## config.mk

```make
export PLATFORM = sky130hd
export DESIGN_NAME = esa_fifo
export DESIGN_NICKNAME = d
export VERILOG_FILES = /design/src/design/esa_pkg.sv /design/src/design/esa_fifo.sv
export SDC_FILE = /design/constraint.sdc
export NUM_CORES = 1
export LEC_CHECK = 0
export BUFFER_PORTS_ARGS = -buffer_cell sky130_fd_sc_hd__buf_2
export CORE_MARGIN = 2
export CORE_UTILIZATION = 56
export CTS_BUF_LIST = sky130_fd_sc_hd__clkbuf_16
export DETAILED_ROUTE_END_ITERATION = 16
export GPL_ROUTABILITY_DRIVEN = 0
export GPL_TIMING_DRIVEN = 1
export PLACE_DENSITY = 0.91
export SETUP_SLACK_MARGIN = 0.5
export SLEW_MARGIN = 40
export SYNTH_ARGS = -nofsm -noshare
export SYNTH_HDL_FRONTEND = slang
export SYNTH_SLANG_ARGS = --single-unit
```

## constraint.sdc

```tcl
create_clock -name clk_i -period 7.35 [get_ports clk_i]
set_clock_uncertainty 0.05 [all_clocks]
set_input_delay 0.3675 -clock clk_i [delete_from_list [all_inputs] [get_ports clk_i]]
set_output_delay 0.3675 -clock clk_i [all_outputs]
set_load 0.01 [all_outputs]
```

## src/design/esa_pkg.sv

```systemverilog
// Shared types, codes and helper functions for the event spectrum accumulator.
`timescale 1ns / 1ps
package esa_pkg;

  localparam int NumBinsDef    = 4096;
  localparam int MaxComptonDef = 63;
  localparam int NumCounters   = 9;
  localparam int NumSums       = 7;
  localparam int QueueDepth    = 2;

  localparam logic [15:0] RST_BIN_WIDTH = 16'd1000;
  localparam logic [15:0] RST_TOL       = 16'd1000;

  // command codes
  localparam logic [1:0] CMD_EVENT = 2'd0;
  localparam logic [1:0] CMD_PULSE = 2'd1;
  localparam logic [1:0] CMD_READ  = 2'd2;

  // outcome codes
  localparam logic [1:0] OUT_PHOTO  = 2'd0;
  localparam logic [1:0] OUT_CONV   = 2'd1;
  localparam logic [1:0] OUT_ESCAPE = 2'd2;

  // read spaces
  localparam logic [2:0] SP_ABS_HIST = 3'd0;
  localparam logic [2:0] SP_ALL_HIST = 3'd1;
  localparam logic [2:0] SP_DEP_SPEC = 3'd2;
  localparam logic [2:0] SP_LIT_SPEC = 3'd3;
  localparam logic [2:0] SP_COUNTERS = 3'd4;
  localparam logic [2:0] SP_SUMS     = 3'd5;

  // counter slots
  localparam int CNT_EVENTS    = 0;
  localparam int CNT_ABSORBED  = 1;
  localparam int CNT_CONV      = 2;
  localparam int CNT_ESCAPED   = 3;
  localparam int CNT_OTHER     = 4;
  localparam int CNT_FULL      = 5;
  localparam int CNT_OVF_EDEP  = 6;
  localparam int CNT_OVF_LIGHT = 7;
  localparam int CNT_WITH_EDEP = 8;

  // config register indexes
  localparam logic [7:0] CFG_BIN_WIDTH = 8'd0;
  localparam logic [7:0] CFG_TOLERANCE = 8'd1;

  typedef enum logic [1:0] {OP_EVENT, OP_PULSE, OP_READ} op_e;

  typedef enum logic [2:0] {
    S_CLEAR, S_IDLE, S_EV_MUL, S_EV_UPD, S_DIV_GO, S_DIV_WAIT, S_SP_RD, S_SP_WR
  } back_state_e;

  typedef struct packed {
    op_e         op;
    logic        full;
    logic [1:0]  outcome;
    logic        per_pulse;
    logic [9:0]  compton;
    logic [23:0] edep;
    logic [23:0] light;
    logic [2:0]  read_space;
    logic [11:0] read_index;
  } item_t;

  typedef struct packed {
    logic clearing;
  } back_status_t;

  function automatic logic [31:0] inc_sat32(input logic [31:0] v);
    return (v == '1) ? v : v + 32'd1;
  endfunction

  function automatic logic [63:0] add_sat64(input logic [63:0] s, input logic [63:0] v);
    logic [64:0] t;
    t = {1'b0, s} + {1'b0, v};
    return t[64] ? '1 : t[63:0];
  endfunction

endpackage

```

## src/design/esa_fifo.sv

```systemverilog
// Two-entry item queue between the front and back parts.
`timescale 1ns / 1ps
module esa_fifo import esa_pkg::*; (
  input  logic  clk_i,
  input  logic  rst_ni,
  input  logic  push_i,
  input  item_t item_i,
  input  logic  pop_i,
  output item_t item_o,
  output logic  empty_o,
  output logic  full_o
);

  item_t      mem_q [QueueDepth];
  logic       wr_q, rd_q;
  logic [1:0] cnt_q;

  assign empty_o = (cnt_q == 2'd0);
  assign full_o  = (cnt_q == 2'(QueueDepth));
  assign item_o  = mem_q[rd_q];

  always_ff @(posedge clk_i) begin
    if (push_i) mem_q[wr_q] <= item_i;
  end

  always_ff @(posedge clk_i or negedge rst_ni) begin
    if (!rst_ni) begin
      wr_q  <= 1'b0;
      rd_q  <= 1'b0;
      cnt_q <= 2'd0;
    end else begin
      if (push_i) wr_q <= ~wr_q;
      if (pop_i)  rd_q <= ~rd_q;
      cnt_q <= cnt_q + 2'(push_i) - 2'(pop_i);
    end
  end

endmodule

```

==> metrics.txt <==
initial antenna violation count=0; slew margin rel.=0.475; CTS tree=done; CTS HTree Levels=4; core box area=~11000 µm²; RSZ-0062 raised after global routing=false; Port Buf Inserts=about 160; Seq. cell area=4850 µm²; drt first pass iters=4; first-pass GRT wire length=around 15 mm; Routed Antenna Nets=0; Avg Inst Size Synth=between 20 and 25 µm²; Syn-to-layout area delta=23.6%; CP Capture Type=output pin; Avg WL per Cell=between 15 and 20 µm; dpl hpwl=6.90 mm; DRT Wirelength=10.4 mm; largest family of logic cells by synthesized area=multiplexers; final setup violation count=0; post-layout min period=3.02 ns; register area share after synthesis=0.769; setup TNS=0 ns; IO Pins=approximately 160; VDD IR max=between 0.2 and 0.25 mV; gr usage total=0.172; fin. max-slew vios=0; max cap viols=0; Synth area leader=edfxtp_1; status=completed; most frequent cells in the layout=buf_2, edfxtp_1, mux2_4; drt initial violations=between 100 and 150; P per Cell Area=roughly 400 nW/µm²; Worst-Margin Slew=~0.8 ns; Synth Register Bits=between 150 and 200; ANT cells=0; Setup crit start kind=flip-flop; Fillers=660; final hold vios=0; Final WS setup=around 4.3 ns; Peak Freq=331 MHz; vias in the first global route=a little over 3000; width of the die=roughly 110 µm; commonest non-fill, non-tap cell in the layout=buf_2; CP Data Arrival Time=~2.6 ns; largest net degree at the start of global routing=50; post-CTS setup buffers=0; Synthesized Nets=~350; via count=2992; Synth Area in Adders=0.00397; Die H=between 100 and 150 µm; Post-Synth XOR/XNOR Area=0.00656; worst setup path category=flip-flop to output pin; synth top area cells=edfxtp_1, mux2_4, buf_12; post-synthesis mux area share=0.188; simple-gate share of the synthesized area=0.00358; Req. time, crit path=6.93 ns; Initial Utilization=0.578; DIE AREA=~12000 µm²; Multi-input gate area=roughly 1300 µm²; Place WS=approximately 4.8 ns; Clk Latency, worst-skew pair=just over 0.4 ns; Root Driver=clkbuf_16; Rows=38; P_leak=3.20 nW; final worst path period share=0.411; cell count after synthesis=261; routed vias/inst=about 5.1; Max FO, Critical Path=44; CTS Buffer Depth=2; gr ovfl total=0; clock slew at reported path FFs=0.06 ns; Synth Area in Compound Gates=0; Post-layout nets=~530; ratio of cells with drive above 1 in the final layout=0.614; Cell variety after synth=12; Yosys warning count=0; # clock sinks=between 150 and 200; share of the synthesized area in the top cell type=0.753; mapped cell area=roughly 6300 µm²; Hold Path Class=primary input to flip-flop; Residual DRC=0; Inserted Clock Buffers=17
layout make-up:
cell class / count / share of cell area
clock inverter: 13 / 0.0191
clock buffer: 17 / 0.0546
inverter: 2 / 0.000964
sequential: 162 / 0.623
timing repair buffer: 169 / 0.115
tap: 140 / 0.0225
multi-input combinational: 88 / 0.165
per-layer routing:
metal | part of all wire | track usage | vias up
met5 | 0 | 0 | -
met4 | 0.0058 | 0.0642 | 0
met3 | 0.067 | 0.0553 | 4
met2 | 0.53 | 0.291 | 115
met1 | 0.39 | 0.208 | 1484
li1 | - | - | 1389
stage by stage:
step	hold WS [ns]	util	cell area (µm²)	power [mW]	std cells
6_report	0.0961	0.715	7790	3.08	591
5_1_grt	0.0732	0.715	7790	3.22	591
4_1_cts	0.0800	0.714	7770	3.10	590
3_5_place_dp	0.132	0.660	7190	2.26	559
3_3_place_gp	0.123	0.656	7150	2.21	557
2_1_floorplan	0.0219	-	6300	2.04	261
synth_stat cells:
| master | instances |
|---|---|
| edfxtp_1 | 158 |
| buf_6 | 1 |
| nor2_1 | 1 |
| xor2_1 | 2 |
| ha_1 | 2 |
| xor3_1 | 1 |
| nor2b_1 | 2 |
| and2_1 | 1 |
| mux2_4 | 79 |
| inv_1 | 2 |
| buf_12 | 8 |
| dfrtp_1 | 4 |
cell families after synthesis:
| logic type | after synthesis |
|---|---|
| flip-flops | 162 |
| multiplexers | 79 |
| buffers and inverters | 11 |
| AND/OR/NAND/NOR | 4 |
| XOR/XNOR | 3 |
| adder cells (fa/ha/maj) | 2 |
flip-flops by register name (all words and copies together), names as in the netlist:
signal  cells
rd_q        1
mem_q     158
wr_q        1
cnt_q       2
power by group:
part           leakage (nW)  switching (mW)  internal, mW
clock network         0.276           0.321         0.524
registers              1.53           0.107          1.23
logic                  1.40           0.402         0.494
total                  3.20           0.830          2.25
worst paths after layout:
path / slack [ns] / endpoint / startpoint / cells past startpoint
min reg2reg: 0.52 / wr_q$_DFFE_PN0P_ / wr_q$_DFFE_PN0P_ / 1
min in group asynchronous: 0.25 / rd_q$_DFFE_PN0P_ / rst_ni / 2
max: 4.33 / item_o[70] / rd_q$_DFFE_PN0P_ / 3
max in group asynchronous: 6.86 / rd_q$_DFFE_PN0P_ / rst_ni / 2
min: 0.1 / mem_q[0][12]$_DFFE_PP_ / item_i[12] / 1
max reg2reg: 5.28 / mem_q[0][34]$_DFFE_PP_ / wr_q$_DFFE_PN0P_ / 3
what timing repair did:
action / 4_1_cts / 5_1_grt
endpoints found under the hold margin: 4 / 0
hold buffers: 1 / 0
gates resized for setup: 0 / 0
critical path, cell delays in order, from the launching register on:
cell and delay (ns):
dfrtp_4 0.90, buf_4 0.76, mux2_4 0.37, buf_2 0.15
No activity file was read; power rests on OpenSTA's default activity.
