==> config.mk <==
export PLATFORM = sky130hd
export DESIGN_NAME = esa_front
export DESIGN_NICKNAME = d
export VERILOG_FILES = /design/src/design/esa_pkg.sv /design/src/design/esa_front.sv
export SDC_FILE = /design/constraint.sdc
export NUM_CORES = 1
export LEC_CHECK = 0
export ABC_AREA = 0
export BUFFER_PORTS_ARGS = -buffer_cell sky130_fd_sc_hd__buf_2
export CORE_UTILIZATION = 40
export DETAILED_ROUTE_END_ITERATION = 7
export PLACE_DENSITY = 0.85
export SETUP_SLACK_MARGIN = 0.5
export SLEW_MARGIN = 5
export SYNTH_ARGS = -nofsm -noshare
export SYNTH_HDL_FRONTEND = slang
export SYNTH_SLANG_ARGS = --single-unit
==> constraint.sdc <==
create_clock -name vclk -period 6.6
set_clock_uncertainty 0.2 [all_clocks]
set_input_delay 1.32 -clock vclk [all_inputs]
set_output_delay 1.32 -clock vclk [all_outputs]
set_load 0.02 [all_outputs]
==> src/design/esa_pkg.sv <==
// Shared types, codes and helper functions for the event spectrum accumulator.
`timescale 1ns / 1ps
package esa_pkg;

  localparam int NumBinsDef    = 4096;
  localparam int MaxComptonDef = 63;
  localparam int NumCounters   = 9;
  localparam int NumSums       = 7;
  localparam int QueueDepth    = 2;

  localparam logic [15:0] RST_BIN_WIDTH = 16'd1000;
  localparam logic [15:0] RST_TOL       = 16'd1000;

  // command codes
  localparam logic [1:0] CMD_EVENT = 2'd0;
  localparam logic [1:0] CMD_PULSE = 2'd1;
  localparam logic [1:0] CMD_READ  = 2'd2;

  // outcome codes
  localparam logic [1:0] OUT_PHOTO  = 2'd0;
  localparam logic [1:0] OUT_CONV   = 2'd1;
  localparam logic [1:0] OUT_ESCAPE = 2'd2;

  // read spaces
  localparam logic [2:0] SP_ABS_HIST = 3'd0;
  localparam logic [2:0] SP_ALL_HIST = 3'd1;
  localparam logic [2:0] SP_DEP_SPEC = 3'd2;
  localparam logic [2:0] SP_LIT_SPEC = 3'd3;
  localparam logic [2:0] SP_COUNTERS = 3'd4;
  localparam logic [2:0] SP_SUMS     = 3'd5;

  // counter slots
  localparam int CNT_EVENTS    = 0;
  localparam int CNT_ABSORBED  = 1;
  localparam int CNT_CONV      = 2;
  localparam int CNT_ESCAPED   = 3;
  localparam int CNT_OTHER     = 4;
  localparam int CNT_FULL      = 5;
  localparam int CNT_OVF_EDEP  = 6;
  localparam int CNT_OVF_LIGHT = 7;
  localparam int CNT_WITH_EDEP = 8;

  // config register indexes
  localparam logic [7:0] CFG_BIN_WIDTH = 8'd0;
  localparam logic [7:0] CFG_TOLERANCE = 8'd1;

  typedef enum logic [1:0] {OP_EVENT, OP_PULSE, OP_READ} op_e;

  typedef enum logic [2:0] {
    S_CLEAR, S_IDLE, S_EV_MUL, S_EV_UPD, S_DIV_GO, S_DIV_WAIT, S_SP_RD, S_SP_WR
  } back_state_e;

  typedef struct packed {
    op_e         op;
    logic        full;
    logic [1:0]  outcome;
    logic        per_pulse;
    logic [9:0]  compton;
    logic [23:0] edep;
    logic [23:0] light;
    logic [2:0]  read_space;
    logic [11:0] read_index;
  } item_t;

  typedef struct packed {
    logic clearing;
  } back_status_t;

  function automatic logic [31:0] inc_sat32(input logic [31:0] v);
    return (v == '1) ? v : v + 32'd1;
  endfunction

  function automatic logic [63:0] add_sat64(input logic [63:0] s, input logic [63:0] v);
    logic [64:0] t;
    t = {1'b0, s} + {1'b0, v};
    return t[64] ? '1 : t[63:0];
  endfunction

endpackage

==> src/design/esa_front.sv <==
// Front part: accepts items, decodes the command and tests for full absorption.
`timescale 1ns / 1ps
module esa_front import esa_pkg::*; (
  input  logic         start,
  output logic         busy,
  input  logic [1:0]   command_i,
  input  logic [9:0]   compton_count_i,
  input  logic [1:0]   outcome_i,
  input  logic [23:0]  edep_ev_i,
  input  logic [23:0]  light_ev_i,
  input  logic [23:0]  primary_energy_ev_i,
  input  logic         per_pulse_i,
  input  logic [2:0]   read_space_i,
  input  logic [11:0]  read_index_i,
  input  logic [23:0]  tolerance_i,
  input  back_status_t status_i,
  input  logic         q_full_i,
  output logic         push_o,
  output item_t        item_o
);

  logic [23:0] diff;
  logic        take;

  assign busy = q_full_i | status_i.clearing;
  assign take = start & ~busy;
  assign diff = (edep_ev_i > primary_energy_ev_i) ? edep_ev_i - primary_energy_ev_i
                                                  : primary_energy_ev_i - edep_ev_i;

  always_comb begin
    item_o.full       = diff < tolerance_i;
    item_o.outcome    = outcome_i;
    item_o.per_pulse  = per_pulse_i;
    item_o.compton    = compton_count_i;
    item_o.edep       = edep_ev_i;
    item_o.light      = light_ev_i;
    item_o.read_space = read_space_i;
    item_o.read_index = read_index_i;
    item_o.op         = OP_EVENT;
    push_o            = take;
    unique case (command_i)
      CMD_EVENT: item_o.op = OP_EVENT;
      CMD_PULSE: item_o.op = OP_PULSE;
      CMD_READ:  item_o.op = OP_READ;
      default:   push_o = 1'b0;  // unused command is dropped
    endcase
  end

endmodule

==> flow_metrics.env <==
export IMPL_synth_compound_area_share_pct=25.4
export IMPL_yosysWarningCount=0
export IMPL_max_cap_violations=0
export IMPL_end_kind="output port"
export IMPL_core_area_mm2=0.00920
export IMPL_cts_hold_buffers=0
export IMPL_wire_per_inst_um=15.2
export IMPL_fin_nets=812
export IMPL_yosysTopAreaCellShare_pct=23.2
export IMPL_final_cell_area_mm2=0.00470
export IMPL_hold_violations=0
export IMPL_postSynthAreaPerCell_um2=7.04
export IMPL_yosysTopAreaCell="ha_1"
export IMPL_gp_congestion=0.943
export IMPL_power_share_clock_pct=0
export IMPL_min_path_type="input pin to output port"
export IMPL_antennaDiodeCount=0
export IMPL_layout_commonest_cell="buf_2"
export IMPL_hold_slack_ps=2440
export IMPL_firstDrtPassIters=6
export IMPL_synth_simple_area_share_pct=12.3
export IMPL_syn_nets=736
export IMPL_cp_max_fo=8
export IMPL_track_usage_pct=19.4
export IMPL_synth_xor_area_share_pct=5.11
export IMPL_numPlacedInstances=692
export IMPL_clock_buffers=0
export IMPL_num_vias=4022
export IMPL_antenna_found_initial=0
export IMPL_critical_path_class="input pin to output port"
export IMPL_worstPathRequired_ps=5080
export IMPL_finalSetupViolCount=0
export IMPL_hp_start="read_index_i[11]"
export IMPL_post_route_period_util_pct=99.4
export IMPL_seqCellArea_um2=0
export IMPL_grt_max_degree=11
export IMPL_power_density_mw_per_mm2=116
export IMPL_tightestPinTransition_ps=447
export IMPL_num_rows=35
export IMPL_total_power_uw=546
export IMPL_totalWireLength_um=10900
export IMPL_fp_dieH_um=99.1
export IMPL_p_seq_share_pct=0
export IMPL_crit_path_start_kind="input pin"
export IMPL_synth_adder_area_share_pct=24.3
export IMPL_drc=0
export IMPL_p_sw_uw=286
export IMPL_final_cell_mix="101 x buf_2, 77 x inv_1, 59 x buf_4, 53 x ha_1, 49 x a21oi_1"
export IMPL_drtIter0Drc=407
export IMPL_start_util_pct=41.0
export IMPL_postSynthCellCount=535
export IMPL_drv_slew=0
export IMPL_port_buffers=106
export IMPL_drive_gt1_share_pct=39.1
export IMPL_final_util_pct=51.1
export IMPL_holdPathStages=0
export IMPL_die_width_um=99.1
export IMPL_grt_pass1_wl_um=16000
export IMPL_synth_area_top_cells="ha_1 23%, buf_4 16%, inv_1 8.4%"
export IMPL_syn2layout_area_growth_pct=24.7
export IMPL_cp_arrival_ps=5040
export IMPL_synthMuxAreaShare_pct=6.18
export IMPL_avgViaCountPerCell=5.59
export IMPL_antenna_left=0
export IMPL_relSlewSlack_pct=69.9
export IMPL_leakagePower_uw=0.00251
export IMPL_grt_pass1_vias=3529
export IMPL_period_needed_ps=6560
export IMPL_dp_hpwl_um=8400
export IMPL_combPwrFrac_pct=100.0
export IMPL_netlist_area_mm2=0.00377
export IMPL_status="complete, no violations"
export IMPL_seq_cell_count=0
export IMPL_synth_cell_type_count=52
export IMPL_placed_cell_area_mm2=0.00418
export IMPL_finalNonFillerCells=720
export IMPL_ys_seq_area_share_pct=0
export IMPL_hold_path_end="item_o[11]"
export IMPL_fmax_mhz=152
export IMPL_ir_drop_mv=0.0379
export IMPL_internal_power_uw=260
export IMPL_synth_top_family_by_area="buffers and inverters"
export IMPL_swShare_pct=52.3
export IMPL_die_area_mm2=0.00981
export IMPL_grt_overflow_total=0
export IMPL_rsz0062_at_grt="true"
export IMPL_pin_count=210
-- through the flow --
stage                     TNS, ps  setup WS [ps]
after global routing        -27.7          -27.7
after global placement          0           43.8
after detailed placement    -71.8          -71.8
final                           0           41.0
after CTS                       0            172
after floorplan                 0            449
-- how the worst max path moves through the flow --
stage	startpoint	endpoint	slack, ps
floorplan	edep_ev_i[11]	item_o[76]	450
global placement	edep_ev_i[0]	item_o[76]	40
detailed placement	edep_ev_i[0]	item_o[76]	-70
CTS	edep_ev_i[0]	item_o[76]	170
global route	edep_ev_i[4]	item_o[76]	-30
finish	edep_ev_i[4]	item_o[76]	40
-- synthesized netlist by cell type (7+ instances only) --
library cell	count
nor2b_1	7
mux2i_1	21
xnor2_1	12
inv_1	84
a21oi_1	58
a21o_1	15
buf_4	81
nor2_1	15
o21ai_0	24
buf_2	10
xor2_1	10
nand4_1	10
nand2_1	29
o21a_1	8
ha_1	70
nand3_1	9
-- per-layer routing --
layer	vias up	track usage, %	wire length (um)	part of all wire, %
met5	-	0	0	0
met4	0	4.86	314	2.9
met3	43	1.63	864	7.9
met1	1815	25.7	4710	43
li1	1900	-	-	-
met2	264	33.8	5040	46
-- timing repair --
item,CTS,global route
buffers inserted,10,18
resized for setup,22,41
cloned,0,0
endpoints found under the setup margin,1,1
pin swaps,19,29
-- layout make-up --
class / instances / area, um^2
Inverter: 84 / 335
Timing Repair Buffer: 170 / 1080
Multi-Input combinational cell: 355 / 3150
Fill cell: 838 / 4500
Tap cell: 111 / 139
-- critical path: stages --
cell and delay (ps):
buf_2 100, inv_1 60, ha_4 310, buf_4 140, nand2_1 90, o31a_1 350
o31ai_4 250, a21oi_4 120, buf_4 150, buf_6 100, mux2_4 300, ha_4 210
a21boi_1 120, o21a_1 180, o21ai_1 140, a21oi_1 90, o31ai_2 350, o2111ai_2 160
a221oi_2 300, buf_4 190
-- logic make-up after synthesis --
| family | Yosys count |
|---|---|
| xor+xnor | 22 |
| fa+ha+maj | 72 |
| compound gates | 148 |
| buf+inv | 180 |
| simple gates | 90 |
| mux | 23 |
-- power groups by stage --
stage / clock network [uW] / logic (uW) / registers, uW
final: 0 / 546 / 0
after global routing: 0 / 590 / 0
after CTS: 0 / 481 / 0
after detailed placement: 0 / 450 / 0
after global placement: 0 / 440 / 0
after floorplan: 0 / 372 / 0
Power figures use the tool's default switching activity.
